$ cat src/design/rbei_pkg.sv
// Shared types, constants and helper functions for the rigid body integrator.
// No dependencies; every other design file uses this package by scoped names.
`timescale 1ns / 1ps
`default_nettype none

package rbei_pkg;

   localparam int WORD_W    = 32;
   localparam int SCALE_W   = 31;
   localparam int DT_W      = 16;
   localparam int CSR_IDX_W = 2;
   localparam int PROD_W    = 64;
   localparam int FRAC_W    = 16;
   localparam int NUM_AXES  = 3;
   localparam int AXIS_W    = 2;
   localparam int PHASE_W   = 2;

   localparam logic [SCALE_W-1:0] STATIC_LIMIT   = 31'd328;
   localparam logic [SCALE_W-1:0] INV_SCALE_RST  = 31'd65536;
   localparam logic [DT_W-1:0]    DAMP_Q16       = 16'd58982;
   localparam logic [PROD_W-1:0]  ROUND_HALF     = 64'd32768;

   localparam logic signed [WORD_W-1:0] WORD_MAX = 32'sh7FFF_FFFF;
   localparam logic signed [WORD_W-1:0] WORD_MIN = 32'sh8000_0000;

   // Axis slots of the state arrays.
   localparam logic [AXIS_W-1:0] AXIS_X   = 2'd0;
   localparam logic [AXIS_W-1:0] AXIS_Y   = 2'd1;
   localparam logic [AXIS_W-1:0] AXIS_ROT = 2'd2;

   // Step phases for one axis.
   localparam logic [PHASE_W-1:0] PH_SCALE = 2'd0;
   localparam logic [PHASE_W-1:0] PH_VEL   = 2'd1;
   localparam logic [PHASE_W-1:0] PH_POS   = 2'd2;
   // Impulse phases for one axis.
   localparam logic [PHASE_W-1:0] PH_DAMP  = 2'd0;
   localparam logic [PHASE_W-1:0] PH_KICK  = 2'd1;

   localparam logic [AXIS_W-1:0]  AXIS_LAST_STEP  = AXIS_ROT;
   localparam logic [AXIS_W-1:0]  AXIS_LAST_IMP   = AXIS_Y;
   localparam logic [PHASE_W-1:0] PHASE_LAST_STEP = PH_POS;
   localparam logic [PHASE_W-1:0] PHASE_LAST_IMP  = PH_KICK;

   typedef enum logic [1:0] {
      ACT_FORCE   = 2'd0,
      ACT_TORQUE  = 2'd1,
      ACT_STEP    = 2'd2,
      ACT_IMPULSE = 2'd3
   } action_type;

   typedef enum logic [CSR_IDX_W-1:0] {
      CSR_INV_MASS    = 2'd0,
      CSR_INV_INERTIA = 2'd1,
      CSR_START_X     = 2'd2,
      CSR_START_Y     = 2'd3
   } csr_idx_type;

   typedef enum logic [2:0] {
      S_IDLE,
      S_ISSUE,
      S_WAIT,
      S_WB,
      S_DONE
   } state_type;

   typedef struct packed {
      logic                capture;
      logic                wb;
      logic                load_rsp;
      logic                is_step;
      logic [AXIS_W-1:0]   axis;
      logic [PHASE_W-1:0]  phase;
   } seq_ctl_type;

   // Signed 32-bit add that clamps at the range limits.
   function automatic logic signed [WORD_W-1:0] sat_add(
      input logic signed [WORD_W-1:0] a,
      input logic signed [WORD_W-1:0] b
   );
      logic signed [WORD_W:0] s;
      s = {a[WORD_W-1], a} + {b[WORD_W-1], b};
      if (s[WORD_W] != s[WORD_W-1]) begin
         return s[WORD_W] ? WORD_MIN : WORD_MAX;
      end
      return s[WORD_W-1:0];
   endfunction

endpackage

`default_nettype wire

$ cat src/design/rbei_seq.sv
// Sequencer for the integrator: walks axes and phases of step and impulse
// through the shared multiplier. Depends on rbei_pkg.
`timescale 1ns / 1ps
`default_nettype none

module rbei_seq (
   input  wire logic                   clock,
   input  wire logic                   reset,
   input  wire logic                   req_valid,
   input  wire rbei_pkg::action_type   req_action,
   input  wire logic                   body_static,
   input  wire logic                   rsp_free,
   output logic                        req_ready,
   output rbei_pkg::seq_ctl_type       ctl
);

   rbei_pkg::state_type               state_ff, state_in;
   logic [rbei_pkg::AXIS_W-1:0]       axis_ff, axis_in;
   logic [rbei_pkg::PHASE_W-1:0]      phase_ff, phase_in;
   logic                              step_mode_ff, step_mode_in;
   logic [rbei_pkg::AXIS_W-1:0]       last_axis;
   logic [rbei_pkg::PHASE_W-1:0]      last_phase;

   always_ff @(posedge clock) begin
      if (reset) begin
         state_ff     <= rbei_pkg::S_IDLE;
         axis_ff      <= rbei_pkg::AXIS_X;
         phase_ff     <= rbei_pkg::PH_SCALE;
         step_mode_ff <= 1'b0;
      end else begin
         state_ff     <= state_in;
         axis_ff      <= axis_in;
         phase_ff     <= phase_in;
         step_mode_ff <= step_mode_in;
      end
   end

   always_comb begin
      state_in     = state_ff;
      axis_in      = axis_ff;
      phase_in     = phase_ff;
      step_mode_in = step_mode_ff;
      req_ready    = 1'b0;
      ctl          = '0;
      ctl.is_step  = step_mode_ff;
      ctl.axis     = axis_ff;
      ctl.phase    = phase_ff;
      last_axis    = step_mode_ff ? rbei_pkg::AXIS_LAST_STEP : rbei_pkg::AXIS_LAST_IMP;
      last_phase   = step_mode_ff ? rbei_pkg::PHASE_LAST_STEP : rbei_pkg::PHASE_LAST_IMP;
      unique case (state_ff)
         rbei_pkg::S_IDLE: begin
            req_ready = 1'b1;
            if (req_valid) begin
               ctl.capture  = 1'b1;
               axis_in      = rbei_pkg::AXIS_X;
               phase_in     = rbei_pkg::PH_SCALE;
               step_mode_in = (req_action == rbei_pkg::ACT_STEP);
               if (((req_action == rbei_pkg::ACT_STEP) ||
                    (req_action == rbei_pkg::ACT_IMPULSE)) && !body_static) begin
                  state_in = rbei_pkg::S_ISSUE;
               end else begin
                  state_in = rbei_pkg::S_DONE;
               end
            end
         end
         rbei_pkg::S_ISSUE: state_in = rbei_pkg::S_WAIT;
         rbei_pkg::S_WAIT:  state_in = rbei_pkg::S_WB;
         rbei_pkg::S_WB: begin
            ctl.wb = 1'b1;
            if (phase_ff == last_phase) begin
               phase_in = rbei_pkg::PH_SCALE;
               if (axis_ff == last_axis) begin
                  state_in = rbei_pkg::S_DONE;
               end else begin
                  axis_in  = axis_ff + rbei_pkg::AXIS_W'(1'b1);
                  state_in = rbei_pkg::S_ISSUE;
               end
            end else begin
               phase_in = phase_ff + rbei_pkg::PHASE_W'(1'b1);
               state_in = rbei_pkg::S_ISSUE;
            end
         end
         rbei_pkg::S_DONE: begin
            if (rsp_free) begin
               ctl.load_rsp = 1'b1;
               state_in     = rbei_pkg::S_IDLE;
            end
         end
         default: state_in = rbei_pkg::S_IDLE;
      endcase
   end

endmodule

`default_nettype wire

$ cat config.mk
export PLATFORM = sky130hd
export DESIGN_NAME = rbei_seq
export DESIGN_NICKNAME = d
export VERILOG_FILES = /design/src/design/rbei_pkg.sv /design/src/design/rbei_seq.sv
export SDC_FILE = /design/constraint.sdc
export NUM_CORES = 1
export LEC_CHECK = 0
export BUFFER_PORTS_ARGS = -buffer_cell sky130_fd_sc_hd__clkbuf_2
export CAP_MARGIN = 20
export CORE_MARGIN = 3
export CORE_UTILIZATION = 25
export CTS_CLUSTER_SIZE = 8
export DETAILED_ROUTE_END_ITERATION = 12
export PLACE_DENSITY = 0.5
export SLEW_MARGIN = 5
export SYNTH_ARGS = -nofsm -noshare
export SYNTH_HDL_FRONTEND = slang
export SYNTH_SLANG_ARGS = --single-unit
$ cat constraint.sdc
create_clock -name clock -period 1.6 [get_ports clock]
set_input_delay 0.16 -clock clock [delete_from_list [all_inputs] [get_ports clock]]
set_output_delay 0.16 -clock clock [all_outputs]
set_load 0.02 [all_outputs]
======== Word level (Yosys, flattened, before mapping) ========
Cells that the tools add are included.
cells by class
  reductions and logical operators ........ 9
  equal/unequal tests ..................... 12
  add/sub/neg operators ................... 2
  muxes and demuxes ....................... 19
operators with widths
  operator             count
  $mux 3               5
  $pmux 3 s5           1
  $mux 2               5
  $ne 2x2->1 const B   4
  $pmux 2 s2           2
  $eq 3x2->1 const B   2
  $mux 1               6
  $reduce_and 2->1     3
  $add 2x1->2 const B  2
  $eq 2x2->1           2
  $eq 2x2->1 const B   2
  $reduce_and 4->1     1
  $eq 3x1->1 const B   1
  $eq 3x3->1 const B   1
  $logic_not 3->1      1
  $reduce_bool 2->1    1
  $logic_and 1x1->1    1
  $logic_not 1->1      1
  $logic_or 1x1->1     1
storage, ports and cells
  output and inout bits ................... 9
  input bits .............................. 7
  bits in registers ....................... 8
  word-level logic and storage cells ...... 46

======== Logic depth before layout (Yosys ltp) ========
Gate-level depths: netlist of the first run.
  depth after elaboration ................. 6
  mapped depth ............................ 5
  mapped depth without buffers ............ 4

======== Worst setup path after synthesis of the first run ========
OpenSTA, ideal clock, no wires.
  path kind ............................... reg2reg
  from .................................... register phase_ff[0] in the netlist's numbering
  to ...................................... register axis_ff[0] in the netlist's numbering
  path slack .............................. 0.058 ns
  data arrival time ....................... 1.420 ns
  period minus slack after synthesis ...... 1.542 ns
  data required time ...................... 1.479 ns
  path buffers ............................ 0
  stages on the path, launching flop included .. 5
  setup time .............................. 0.121 ns
  cell sequence ........................... dfxtp_1 or3b_4 a21boi_4 nand2b_2 mux2_4
between the ends
  cells in the longest elaborated chain, start to end .. 3
ends and longest elaborated chain
  what                        RTL line        RTL
  from (decl)                 rbei_seq.sv:19  logic [rbei_pkg::PHASE_W-1:0] phase_ff, phase_in;
  from (signal assigned)      rbei_seq.sv:28  phase_ff <= rbei_pkg::PH_SCALE;
  from (signal assigned)      rbei_seq.sv:33  phase_ff <= phase_in;
  $eq 2x2->1                  rbei_seq.sv:70  if (phase_ff == last_phase) begin
  $ne 2x2->1 (no line)        --
  $reduce_and 4->1 (no line)  --
  to (signal assigned)        rbei_seq.sv:27  axis_ff <= rbei_pkg::AXIS_X;
  to (signal assigned)        rbei_seq.sv:32  axis_ff <= axis_in;
  to (decl)                   rbei_seq.sv:18  logic [rbei_pkg::AXIS_W-1:0] axis_ff, axis_in;
No other way between the ends.
A chain may end at the register's enable or synchronous reset.

======== Worst setup path in the final report of the first run ========
  from .................................... register phase_ff[1] in the netlist's numbering
  to ...................................... register axis_ff[0] in the netlist's numbering
The elaborated chain is that of the path after synthesis.

==> results.cfg, run 1 <==
[timing]
timing.slew.headroom_pct = 79.04
post-route-period-util_pct = 89.13
fmaxAchievable_mhz = 701.2
setup_tns_ns = 0
worstMarginPinSlew_ns = 0.3064
grt_setup_unrepaired = no
finalHoldViolations = 0
finalSetupViolations = 0
clock_skew_ns = 0.01139
finalCriticalPeriod_ns = 1.426
finalMaxSlewViolations = 0

[yosys]
synthFlopType = dfxtp_1
yosys_warnings = 0
post-synth-top-count-cell = nor2_1
synth_top_cell_by_area = dfxtp_1
synth_top_area_share_pct = 30.84
ys_seq_elements = 8
syn_inst = 59
synth_edf_count = 0
async_reset_ff_share_pct = 0
ys_top_cells_by_area = dfxtp_1, nor2_1, nor4b_4, nand3b_1, a21boi_4
synth_area_per_cell_um2 = 8.801
ys_seq_area_share_pct = 30.84
synth_nets = 66
synth_cell_types = 33
syn-cell-area_um2 = 519.2
netlist_top_cells_count = nor2_1, dfxtp_1

[critical_path]
critPathSlowestCell = or3b_4
cp_cell_sequence = or3b_4, a21boi_4, nand2b_2, mux2_4
cp_max_fo = 7
cp_num_cells = 4
worstReg2RegEnd = axis_ff[0]$_SDFFE_PP0P_
r2r_start = phase_ff[1]$_SDFFE_PP0P_
regToRegSetupSlack_ns = 0.17
crit_type = reg -> reg
reg2reg_depth = 4
endpoint = axis_ff[0]$_SDFFE_PP0P_
crit_family = simple AND/OR/NAND/NOR gates
critical_path_buf_inv_count = 0
start_kind = flip-flop
crit_arrival_ns = 1.58
cpPeakStageDelay_ns = 0.41
critPathRequiredTime_ns = 1.75
crit_path_end_kind = flip-flop
crit_start = phase_ff[1]$_SDFFE_PP0P_

[placed_design]
placed_area_um2 = 623.1
io_buffers = 15
gp_congestion = 0.8131
hpwl_um = 890.5
placedCellCount = 98

[final_layout]
seq_area_um2 = 160.2
fin_cells = 103
design_area_um2 = 660.6
multi_input_area_um2 = 311.5
nFillCells = 212
areaGrowthSynthToFinish_pct = 27.23
antenna_cells = 0
final_layout_size_suffix_gt1_share_pct = 38.46
fin_nets = 87

[clock_network]
clkSinkCount = 8
cts-root-buf = clkbuf_4
cts_made_buffers = 3
cts_hold_buf = 0
cts.clk_slew.worst_paths_ns = 0.06
max-clock-path-buffers = 2
htree_levels = 1
cts_tree = done
cts_resized = 0
clock_latency_ns = 0.26

[floorplan]
die_h_um = 51.58
rows = 15
dieArea_um2 = 2660
pin_count = 16
die_w_um = 51.58
core_um2 = 1839
start_util_pct = 28.23

[power]
power_per_cell_area_nw_per_um2 = 724.0
vdd_drop_max_mv = 0.4065
p_leak_nw = 0.2738
total_power_mw = 0.4783

[run]
drv_cap = 0

[global_route]
track_usage_pct = 10.91
grt_pass1_vias = 469
grt_remaining_overflow = 0
grt_max_degree = 11
grt_pass1_wl_um = 2180
antenna_found_initial = 0

[route]
first_iter_violations = 6
ant_nets = 0
first_pass_iters = 4
avgRoutedWirePerCell_um = 11.61
routed-via-count = 486
wl_um = 1196
viasPerCell = 4.718
drc = 0

[hold_path]
hold_path.startpoint = rsp_free
hold_class = in -> reg

[run_status]
status = finished clean
-- state kept, by name (all words and copies together) (netlist names) --
signal,cells
state_ff,3
axis_ff,2
step_mode_ff,1
phase_ff,2
-- layout make-up --
class	count	share of cell area [%]
inverter	2	1.136
sequential	8	24.24
tap	25	4.735
timing repair buffer	22	19.32
clock buffer	3	3.409
multi-input combinational	43	47.16
-- metrics by stage --
stage               hold WS [ns]  worst slack (ns)  utilization (%)
floorplan                 0.3624           0.05822                -
global placement          0.4917            0.1944            33.88
detailed placement        0.4863            0.1838            33.88
CTS                       0.2132           0.04697            35.10
global route              0.2553           0.06744            35.92
finish                    0.2212            0.1739            35.92
-- what timing repair did --
action,in CTS,in global routing
setup buffers,0,2
endpoints found under the hold margin,0,0
setup endpoints to repair,0,1
-- worst reg2reg max path: cells and delay by family (launching register included) --
| family | cells | cell delay [ns] |
|---|---|---|
| and+or+nand+nor | 2 | 0.49 |
| DFF | 1 | 0.37 |
| muxes | 1 | 0.29 |
| AOI/OAI and AO/OA | 1 | 0.18 |
-- cell usage in the layout (no fill, tap or decap), drive strengths merged --
cell,netlist,layout
nor4b,2,2
mux2,1,1
nand3,1,1
mux2i,1,1
nand3b,3,3
a31oi,1,1
xnor2,1,1
a21oi,3,3
nand4b,1,1
buf,5,7
a21boi,1,1
or3,1,1
o21ai,3,3
dfxtp,8,8
nand2b,2,2
nand4bb,1,1
nor2,9,9
inv,2,2
a2111oi,1,1
and3b,1,1
clkbuf,1,18
a2111o,1,1
o22ai,1,1
o41ai,1,1
and3,1,1
nor3,3,3
or3b,1,1
nor3b,1,1
nand2,1,1
-- power breakdown --
part	leakage, nW	total (mW)	switching [mW]	internal, mW
logic	0.195	0.0992	0.0518	0.0474
registers	0.0648	0.216	0.0101	0.206
clock network	0.0138	0.163	0.0769	0.0863
-- worst min-delay path by stage --
| stage | to | slack, ns | cells past startpoint |
|---|---|---|---|
| after detailed placement | state_ff[0]$_SDFFE_PP0P_ | 0.49 | 4 |
| final | state_ff[2]$_SDFFE_PP0P_ | 0.22 | 3 |
| after floorplan | state_ff[0]$_SDFFE_PP0P_ | 0.36 | 3 |
| after CTS | phase_ff[1]$_SDFFE_PP0P_ | 0.21 | 2 |
| after global routing | phase_ff[1]$_SDFFE_PP0P_ | 0.26 | 2 |
| after global placement | phase_ff[1]$_SDFFE_PP0P_ | 0.49 | 2 |
-- cells by family after synthesis --
| kind of cell | Yosys count | synth area share [%] |
|---|---|---|
| and+or+nand+nor | 28 | 36.14 |
| AOI/OAI and AO/OA | 12 | 17.35 |
| DFF | 8 | 30.84 |
| buffers and inverters | 8 | 9.156 |
| muxes | 2 | 4.819 |
| xor gates and xnor gates | 1 | 1.687 |
-- per-layer routing --
| metal | wire length (um) | global-route usage (%) | part of all wire [%] | up-vias |
|---|---|---|---|---|
| met5 | 0 | 0 | 0 | - |
| met4 | 8 | 2.620 | 0.67 | 0 |
| met3 | 68 | 4.298 | 5.7 | 2 |
| met2 | 485 | 14.83 | 41 | 14 |
| met1 | 633 | 15.87 | 53 | 216 |
| li1 | - | - | - | 254 |
Power figures use the tool's default switching activity.
==> inputs of run 2 (changes only) <==
--- a/config.mk
+++ b/config.mk
@@ -6,4 +6,5 @@
 export NUM_CORES = 1
 export LEC_CHECK = 0
+export ABC_CLOCK_PERIOD_IN_PS = 1600
 export BUFFER_PORTS_ARGS = -buffer_cell sky130_fd_sc_hd__clkbuf_2
 export CAP_MARGIN = 20
==> constraint.sdc (replaced) <==
create_clock -name clock -period 1.6 [get_ports clock]
set_input_delay 0.16 -clock clock [delete_from_list [all_inputs] [get_ports clock]]
set_output_delay 0.16 -clock clock [all_outputs]
set_load 0.05 [all_outputs]
==> results.cfg, run 2 (same netlist as run 1, synthesis figures left out) <==
[run_status]
status = finished clean

[run]
drv_cap = 0

[clock_network]
cts-root-buf = clkbuf_4
clkSinkCount = 8
cts_tree = done
cts.clk_slew.worst_paths_ns = 0.06
max-clock-path-buffers = 2
cts_made_buffers = 3
clock_latency_ns = 0.26
htree_levels = 1

[global_route]
met1_usage_pct = 12.87
track_usage_pct = 10.61
top_usage_layer = met2
grt_pass1_vias = 470
grt_pass1_wl_um = 2104
grtUsageMet2_pct = 17.37
grt_max_degree = 11
grt_remaining_overflow = 0
antenna_found_initial = 0
met3_usage_pct = 4.298

[critical_path]
crit_arrival_ns = 1.33
crit_family = buffers and inverters
cpPeakStageDelay_ns = 0.37
start_kind = flip-flop
crit_type = reg -> out
critPathSlowestCell = dfxtp_1
cp_cell_sequence = buf_4, nor2_1, and3_1, buf_2
r2r_start = phase_ff[0]$_SDFFE_PP0P_
critical_path_buf_inv_count = 2
critPathRequiredTime_ns = 1.44
crit_path_end_kind = output port
crit_start = state_ff[1]$_SDFFE_PP0P_
cp_max_fo = 6

[power]
vdd_drop_max_mv = 0.3050
power_per_cell_area_nw_per_um2 = 761.0
p_leak_nw = 0.2649
total_power_mw = 0.4951

[floorplan]
dieArea_um2 = 2660
die_h_um = 51.58
start_util_pct = 28.23
pin_count = 16
die_w_um = 51.58
core_um2 = 1839
rows = 15

[placed_design]
io_buffers = 15
pre_cts_slack_ns = 0.1904
gp_congestion = 0.8034
hpwl_um = 902.2

[timing]
timing.slew.headroom_pct = 77.89
fmaxAchievable_mhz = 672.4
grt_setup_unrepaired = no
clock_skew_ns = 0.006047
finalMaxSlewViolations = 0
fin_ws_ns = 0.1128
worstMarginPinSlew_ns = 0.3234
finalSetupViolations = 0
finalHoldViolations = 0
post-route-period-util_pct = 92.95
setup_tns_ns = 0
finalCriticalPeriod_ns = 1.487

[final_layout]
antenna_cells = 0
largest_register_ffs = 3
areaGrowthSynthToFinish_pct = 25.30
layout_common_cells = clkbuf_2, nor2_1, dfxtp_1
fin_nets = 85
top_register = state_ff
final_layout_size_suffix_gt1_share_pct = 39.47
nFillCells = 217
reg.largest.list = state_ff x3, axis_ff x2, phase_ff x2
final_common_cell = clkbuf_2

[hold_path]
hold_class = in -> reg
hold_path.startpoint = reset

[route]
ant_nets = 0
drc = 0
avgRoutedWirePerCell_um = 11.55
viasPerCell = 4.812
first_iter_violations = 0
wl_um = 1167
routed-via-count = 486
first_pass_iters = 1
==> run 2: changes by cell type in the layout (fill, tap and decap cells not counted) <==
cell	change
clkbuf_2	-2
buf_4	-2
dfxtp_2	+1
o21ai_1	+1
o21ai_0	-1
dfxtp_1	-1
and3b_1	-1
clkbuf_4	+1
buf_2	+1
and3b_2	+1
==> run 2: metrics by stage <==
| stage | util, % | area [um2] | hold WS, ns | instances |
|---|---|---|---|---|
| after global routing | 35.37 | 650.6 | 0.2210 | 101 |
| after global placement | 33.61 | 618.1 | 0.4835 | 97 |
| after detailed placement | 33.61 | 618.1 | 0.4825 | 97 |
| after floorplan | - | 531.8 | 0.3605 | 59 |
| final | 35.37 | 650.6 | 0.2142 | 101 |
| after CTS | 35.37 | 650.6 | 0.2037 | 101 |
==> run 2: final cells by class <==
cell class / count / area, um2 / share of cell area (%)
multi-input cells: 43 / 312.8 / 48.08
repair buffers: 20 / 115.1 / 17.69
well taps: 25 / 31.28 / 4.808
flip-flops and latches: 8 / 161.4 / 24.81
clock buffers: 3 / 22.52 / 3.462
inverters: 2 / 7.507 / 1.154
==> run 2: worst paths after layout <==
check	slack [ns]	to	cells past startpoint
worst min register to register	0.54	phase_ff[1]$_SDFFE_PP0P_	2
worst max-delay path	0.11	ctl[5]	4
worst min-delay path	0.21	phase_ff[0]$_SDFFE_PP0P_	2
worst max register to register	0.18	axis_ff[0]$_SDFFE_PP0P_	4
==> run 2: power breakdown <==
group	switching [mW]	internal, mW	total, mW
clock network	0.0732	0.0861	0.159
registers	0.0102	0.206	0.216
logic	0.0745	0.0451	0.120
total	0.158	0.337	0.495
==> run 2: metal layers <==
| layer | part of all wire (%) | vias up |
|---|---|---|
| met2 | 49 | 11 |
| met1 | 45 | 227 |
| met3 | 4.8 | 2 |
| met4 | 0.94 | 0 |
| li1 | - | 246 |
| met5 | 0 | - |
==> run 2: timing repair <==
item                                   in CTS  in global routing
pin swaps                                   1                  0
setup buffers                               1                  0
gates resized for setup                     1                  1
hold buffers                                0                  0
setup endpoints to repair                   1                  1
endpoints found under the hold margin       0                  0
